`config.mk`:
```
export PLATFORM = sky130hd
export DESIGN_NAME = xoro_gen
export DESIGN_NICKNAME = d
export VERILOG_FILES = /design/src/rtl/core/xoro_pkg.sv /design/src/rtl/core/xoro_gen.sv
export SDC_FILE = /design/constraint.sdc
export NUM_CORES = 1
export LEC_CHECK = 0
export BUFFER_PORTS_ARGS = -buffer_cell sky130_fd_sc_hd__buf_2
export CORE_MARGIN = 2
export CORE_UTILIZATION = 56
export CTS_CLUSTER_SIZE = 10
export DETAILED_ROUTE_END_ITERATION = 8
export PLACE_DENSITY = 0.9
export SYNTH_ARGS = -nofsm -noshare
export SYNTH_HDL_FRONTEND = slang
export SYNTH_SLANG_ARGS = --single-unit
```
`constraint.sdc`:
```
create_clock -name clk -period 2.95 [get_ports clk]
set_input_delay 0.295 -clock clk [delete_from_list [all_inputs] [get_ports clk]]
set_output_delay 0.295 -clock clk [all_outputs]
set_load 0.02 [all_outputs]
```
`src/rtl/core/xoro_pkg.sv`:
```
// Shared constants, types and helpers of the xoroshiro sampler.
`default_nettype none

package xoro_pkg;

	// Field and state widths
	localparam int unsigned REQ_W     = 3;
	localparam int unsigned WORD_W    = 32;
	localparam int unsigned SHORT_W   = 16;
	localparam int unsigned STATE_W   = 64;
	localparam int unsigned BIN_AW    = 16;
	localparam int unsigned BIN_DEPTH = 65536;
	localparam int unsigned BIN_W     = 8;
	localparam int unsigned CFG_IDX_W = 1;

	// Generator state after reset
	localparam logic [STATE_W-1:0] SEED_A_RESET = 64'd1;
	localparam logic [STATE_W-1:0] SEED_B_RESET = 64'd2;

	// Scrambler and state update rotations and shifts
	localparam int unsigned SCR_MUL5_SHIFT = 2;  // a * 5 = a + (a << 2)
	localparam int unsigned SCR_ROT        = 7;
	localparam int unsigned SCR_MUL9_SHIFT = 3;  // r * 9 = r + (r << 3)
	localparam int unsigned NEXT_ROT_A     = 24;
	localparam int unsigned NEXT_SHIFT     = 16;
	localparam int unsigned NEXT_ROT_B     = 37;

	typedef enum logic [REQ_W-1:0] {
		REQ_RAW      = 3'd0,
		REQ_SHORT    = 3'd1,
		REQ_EVENT    = 3'd2,
		REQ_SAMPLE   = 3'd3,
		REQ_WR_BIN   = 3'd4,
		REQ_WR_VALUE = 3'd5,
		REQ_RESEED   = 3'd6,
		REQ_NOP      = 3'd7
	} req_t;

	typedef enum logic [CFG_IDX_W-1:0] {
		CFG_SEED_A = 1'b0,
		CFG_SEED_B = 1'b1
	} cfg_reg_t;

	// Generator command for the cycle of a transfer
	typedef struct packed {
		logic advance;
		logic reseed;
	} gen_cmd_t;

	// Item held in the first stage
	typedef struct packed {
		req_t              req;
		logic [BIN_AW-1:0] addr;
		logic [BIN_W-1:0]  bin;
		logic [WORD_W-1:0] vword;
		logic [WORD_W-1:0] thresh;
		logic [WORD_W-1:0] rot;
	} s1_item_t;

	// Item held in the bin lookup stage
	typedef struct packed {
		req_t              req;
		logic [BIN_AW-1:0] addr;
		logic [WORD_W-1:0] vword;
		logic [WORD_W-1:0] word;
		logic              hit;
	} s2_item_t;

	// Result fields
	typedef struct packed {
		logic [WORD_W-1:0] random_word;
		logic              event_hit;
		logic [WORD_W-1:0] sample_value;
	} rsp_item_t;

	function automatic logic [STATE_W-1:0] rotl64(input logic [STATE_W-1:0] x,
		input int unsigned k);
		return (x << k) | (x >> (STATE_W - k));
	endfunction

endpackage

`default_nettype wire

```
`src/rtl/core/xoro_gen.sv`:
```
// Generator state, seed registers and scrambler front end.
`default_nettype none

module xoro_gen (
	input  logic                             clk,
	input  logic                             arst_n,
	input  logic                             cfg_we,
	input  logic [xoro_pkg::CFG_IDX_W-1:0]   cfg_index,
	input  logic [xoro_pkg::STATE_W-1:0]     cfg_data,
	input  xoro_pkg::gen_cmd_t               cmd,
	output logic [xoro_pkg::WORD_W-1:0]      rot_word
);
	import xoro_pkg::*;

	logic [STATE_W-1:0] seed_a_q;
	logic [STATE_W-1:0] seed_b_q;
	logic [STATE_W-1:0] gen_a_q;
	logic [STATE_W-1:0] gen_b_q;
	logic [STATE_W-1:0] a_times5;
	logic [STATE_W-1:0] a_scr;
	logic [STATE_W-1:0] b_mix;
	logic [STATE_W-1:0] a_next;
	logic [STATE_W-1:0] b_next;

	// Take seed writes
	always_ff @(posedge clk or negedge arst_n) begin
		if (!arst_n) begin
			seed_a_q <= SEED_A_RESET;
			seed_b_q <= SEED_B_RESET;
		end else if (cfg_we) begin
			unique case (cfg_reg_t'(cfg_index))
				CFG_SEED_A: seed_a_q <= cfg_data;
				CFG_SEED_B: seed_b_q <= cfg_data;
			endcase
		end
	end

	// Scramble the current word a; only the low word is kept
	always_comb begin
		a_times5 = gen_a_q + (gen_a_q << SCR_MUL5_SHIFT);
		a_scr    = rotl64(a_times5, SCR_ROT);
		rot_word = a_scr[WORD_W-1:0];
	end

	// Work out the next state
	always_comb begin
		b_mix  = gen_b_q ^ gen_a_q;
		a_next = rotl64(gen_a_q, NEXT_ROT_A) ^ b_mix ^ (b_mix << NEXT_SHIFT);
		b_next = rotl64(b_mix, NEXT_ROT_B);
	end

	// Reseed or advance on a transfer
	always_ff @(posedge clk or negedge arst_n) begin
		if (!arst_n) begin
			gen_a_q <= SEED_A_RESET;
			gen_b_q <= SEED_B_RESET;
		end else if (cmd.reseed) begin
			gen_a_q <= seed_a_q;
			gen_b_q <= seed_b_q;
		end else if (cmd.advance) begin
			gen_a_q <= a_next;
			gen_b_q <= b_next;
		end
	end

`ifndef SYNTHESIS
	a_reseed_loads: assert property (@(posedge clk) disable iff (!arst_n)
		cmd.reseed |=> (gen_a_q == $past(seed_a_q)) && (gen_b_q == $past(seed_b_q)))
		else $error("generator state differs from seeds after reseed");

	a_hold_when_idle: assert property (@(posedge clk) disable iff (!arst_n)
		(!cmd.reseed && !cmd.advance) |=> $stable(gen_a_q) && $stable(gen_b_q))
		else $error("generator state moved without a draw or reseed");
`endif

endmodule

`default_nettype wire

```
### After elaboration in Yosys (flattened, before gate mapping)

Index checks and enable logic that the tools add are counted.

| word-level totals | value |
|---|---|
| bits in registers | 256 |
| output and inout port bits | 32 |
| word-level logic and storage cells | 19 |

| cells by class | value |
|---|---|
| reductions and logical operators | 3 |
| add/sub/neg operators | 1 |
| bitwise operators | 7 |
| muxes and demuxes | 4 |

Operators with widths:

| operator | count |
|---|---|
| two-way mux 64 bit | 4 |
| XOR 64 bit | 3 |
| adder 64 bit | 1 |
| OR 64 x 24 -> 64 bit | 1 |
| OR 64 x 37 -> 64 bit | 1 |
| OR 32 x 7 -> 32 bit | 1 |
| AND reduction 2 bit | 2 |
| nonzero test 2 bit | 1 |
| NOT 1 bit | 1 |

### Longest topological paths before layout

| depth | value |
|---|---|
| word-level depth | 5 |
| depth in mapped cells | 11 |

### Worst setup path before layout

Ideal clock, no wire load.

| timing path | value |
|---|---|
| path type | register to output |
| start point | reg gen_a_q[0] |
| end point | out rot_word[5] in the netlist's numbering |
| cell stages (with the launch flop) | 12 |
| data required time | 2655 ps |
| slack | -112 ps |
| arrival | 2767 ps |
| cell sequence | dfstp_2 ha_1 inv_1 fa_1 nor2b_1 o31a_1 o41ai_1 nand2_1 a21oi_1 o311a_1 a221oi_2 xor2_1 |

| between the ends | value |
|---|---|
| word-level cells in the longest chain between the ends | 2 |

RTL lines:

| item | line | RTL |
|---|---|---|
| start, declared | xoro_gen.sv:17 | `logic [STATE_W-1:0] gen_a_q;` |
| start signal, assigned | xoro_gen.sv:58 | `gen_a_q <= seed_a_q;` |
| start signal, assigned | xoro_gen.sv:61 | `gen_a_q <= a_next;` |
| adder 64 bit | xoro_gen.sv:40 | `a_times5 = gen_a_q + (gen_a_q << SCR_MUL5_SHIFT);` |
| OR 32 x 7 -> 32 bit | xoro_pkg.sv:78 | `return (x << k) \| (x >> (STATE_W - k));` |
| end, declared | xoro_gen.sv:11 | `output logic [xoro_pkg::WORD_W-1:0] rot_word` |

Every way passes these cells.

### Worst setup path after layout

| timing path | value |
|---|---|
| start point | reg gen_a_q[9] |
| end point | out rot_word[5] in the netlist's numbering |

The elaborated chain is that of the path after synthesis.

==> impl_metrics.ini <==
[clock_network]
path_clk_slew_ns = 0.06
clockRootBuffer = clkbuf_16
clock_path_buffers = 3
cts.htree.levels = 1
cts_sinks = 256
cts_buffers = 29
insertion_delay_ns = 0.56
cts_tree = built

[timing]
rsz0062_at_grt = yes
finalSetupViolCount = 24
hold_viol = 2
fin_crit_sh = 1.29
fin_hold_ws_ns = -0.00690
skew_ns = 0.0275
max_slew_margin = 0.461
setup_tns_ns = -9.23
fin_crit_ns = 3.79
drv_slew = 0
tightestPinTransition_ns = 0.803
layout_setup_ws_ns = -0.844
max_freq_mhz = 264

[drt]
dr_total_vias = 13200
wl_per_cell_um = 23.6
drcViolationCount = 0
drt-vias-per-instance = 6.16
ant_nets = 0
drt_wl_total_um = 50500
drt_iter0_markers = 1429
firstDrtPassIters = 6

[job]
cap_violations = 0

[worst_setup_path]
r2r-end = gen_a_q[40]
slowest_delay_ns = 0.47
critPathKind = reg2out
cp_cell_sequence = ha_1 > o21ai_0 > nor3_1 > o41ai_4 > nand2_2 > a21oi_4 > o311a_1 > a221oi_2 > xor2_2 > buf_6
r2r_slack_ns = 0.90
cp_max_fo = 4
crit_slowest_cell = nor3_1
r2r-start = gen_a_q[24]
critPathRequiredTime_ns = 2.65
reg2regPathDepth = 6
worstSetupStartpoint = gen_a_q[9]
cp.arrival_ns = 3.50
path_depth = 10
startpoint_type = register
critPathCaptureType = output port
worst-path-buf-inv = 1
endpoint = rot_word[5]
crit_family = compound AO/OA/AOI/OAI gates

[floorplan]
initial_core_util = 0.568
rows = 60
io_pins = 102
dieArea_mm2 = 0.0285
fp.dieW_um = 169
coreArea_mm2 = 0.0268
die_y_um = 169

[synthesis]
ys_warn_count = 0
syn_inst = 1533
synthArstFlopShare = 1.00
synth-seq-area-share = 0.421
syn-cell-area_mm2 = 0.0152
synth_ff_type = dfrtp_1
ys_ff_latch = 256
syn_area_per_cell_um2 = 9.94
ys_types = 59
synth_fp_nets = 1665
synth-edff-count = 0

[run_status]
violations = hold timing, setup timing
status = complete, but fails checks

[final_layout]
filler_cell_count = 1818
antenna_cells = 0
register_area_mm2 = 0.00643
final_core_utilization = 0.712
fin_nets = 1918
areaGrowthSynthToFinish_pct = 25.3
multiInputGateArea_mm2 = 0.00916
drive_gt1_frac = 0.323

[worst_hold_path]
hold_path_class = in2reg

[placed_design]
port_buffers = 101
place_congestion = 1.05
dp_hpwl_um = 36000

[global_route]
grtUsageTotal = 0.353
grt_max_degree = 96
grt_overflow_total = 0
grt_pass1_wl_um = 76700
antenna_found_initial = 1
grt_pass1_vias = 13500

[pwr]
p_leak_nw = 8.16
combinationalPowerShare = 0.663
switching_share = 0.453
powerDensity_mw_per_mm2 = 1400
pwr-share-clk = 0.120
p_switching_mw = 12.1
intPower_mw = 14.6
p_seq_frac = 0.218
vdd_drop_max_mv = 0.668
-- placed cells by master, fill, tap and decap left out, types with 6 or more instances in the layout --
master,n
dfrtp_1,239
xnor2_1,209
nand2_1,199
mux2_2,174
buf_4,164
o21ai_0,122
nor2_1,99
a21oi_1,92
buf_2,75
xor2_1,53
ha_1,35
clkbuf_16,29
dlygate4sd3_1,25
ha_4,23
a21o_1,20
buf_6,15
nand3_1,14
inv_1,13
dfrtp_2,13
nor3_1,12
nand4_1,10
clkbuf_1,10
buf_12,9
a21oi_2,8
o21a_1,7
o21ai_1,6
nor3_2,6
o211ai_1,6
-- layout make-up --
| cell class | instances | area share |
|---|---|---|
| well taps | 341 | 0.0224 |
| flip-flops and latches | 256 | 0.337 |
| clock buffers | 41 | 0.0414 |
| repair buffers | 289 | 0.116 |
| inverters | 16 | 0.00315 |
| multi-input cells | 1194 | 0.480 |
-- logic make-up (layout without fill, tap and decap cells) --
group | Yosys count | after routing | share of synthesized area
xor gates and xnor gates | 266 | 266 | 0.153
muxes | 177 | 177 | 0.131
AOI/OAI and AO/OA | 312 | 312 | 0.116
adders and majority gates | 62 | 62 | 0.0514
and+or+nand+nor | 377 | 377 | 0.107
buffers and inverters | 83 | 346 | 0.0211
DFF | 256 | 256 | 0.421
-- worst register-to-register path: stages, from the launching register on --
cell and delay, ns:
dfrtp_1 0.48, buf_4 0.21, xnor2_1 0.55, xnor2_1 0.19, nand2_1 0.09, xnor2_1 0.14
mux2_2 0.26
-- registers in the layout (all words and copies together) (netlist names) --
signal    flops
gen_a_q      64
gen_b_q      64
seed_a_q     64
seed_b_q     64
-- stage by stage --
step	power [mW]	instances	instance area, um2	worst slack, ns	hold WS (ns)
after floorplan	15.2	1533	15200	0.000484	-0.000591
after global placement	20.2	2041	17100	-0.193	0.380
after detailed placement	20.6	2041	17100	-0.337	0.380
after CTS	25.3	2125	18800	-0.676	0.000122
after global routing	28.0	2137	19100	-0.910	0.000668
final	26.6	2137	19100	-0.844	-0.00690
-- cells in the mapped netlist, types with 2 or more instances --
library cell / count / share of area
o21bai_1: 6 / 0.0030
clkbuf_1: 58 / 0.014
a221oi_1: 2 / 0.0012
a22oi_1: 3 / 0.0015
mux2_2: 174 / 0.13
nor4_1: 4 / 0.0016
nor3_1: 18 / 0.0059
a31oi_1: 5 / 0.0021
dfrtp_1: 252 / 0.41
nor2_1: 100 / 0.025
buf_2: 2 / 0.00066
xor2_1: 54 / 0.031
o21a_1: 7 / 0.0035
o211ai_1: 6 / 0.0030
nand3_1: 15 / 0.0049
dfstp_2: 4 / 0.0069
o2111ai_1: 3 / 0.0017
mux2i_1: 3 / 0.0020
a21o_1: 20 / 0.0099
buf_1: 5 / 0.0012
nand2_1: 204 / 0.050
buf_4: 2 / 0.00099
inv_1: 14 / 0.0035
o21ai_0: 133 / 0.044
nand2b_1: 6 / 0.0025
a21oi_1: 103 / 0.034
a211o_1: 2 / 0.0012
xnor2_1: 212 / 0.12
nor4_4: 2 / 0.0028
o22ai_1: 3 / 0.0012
and2_1: 2 / 0.00082
nor2b_1: 7 / 0.0029
ha_1: 61 / 0.050
a211oi_1: 7 / 0.0035
nand4_1: 10 / 0.0041
-- what timing repair did --
item / in CTS / in global routing
gates resized for setup: 111 / 44
endpoints found under the hold margin: 133 / 0
hold buffers: 25 / 0
gates cloned: 0 / 0
setup endpoints to repair: 22 / 24
pin swaps: 41 / 25
buffers inserted: 21 / 14
-- layer usage --
layer / wire length [um] / global-route usage
met4: 3680 / 0.207
met5: 10 / 0
met2: 23200 / 0.564
met3: 4130 / 0.0552
met1: 19600 / 0.457
-- worst min path at each step --
stage,from,to,depth (start not counted)
after floorplan,arst_n,gen_a_q[10],0
after global placement,arst_n,seed_b_q[63],1
after detailed placement,arst_n,seed_b_q[60],1
after CTS,cfg_data[14],seed_b_q[14],2
after global routing,cfg_data[36],seed_b_q[36],2
final,cfg_data[37],seed_b_q[37],2
-- power groups by stage --
stage          sequential (mW)  clock (mW)  combinational, mW
3_3_place_gp              5.52           0               14.7
6_report                  5.80        3.19               17.6
2_1_floorplan             5.45           0               9.73
4_1_cts                   5.68        3.19               16.4
5_1_grt                   5.84        3.35               18.8
3_5_place_dp              5.59           0               15.0
Note: power is estimated with default switching activity, not from simulation.
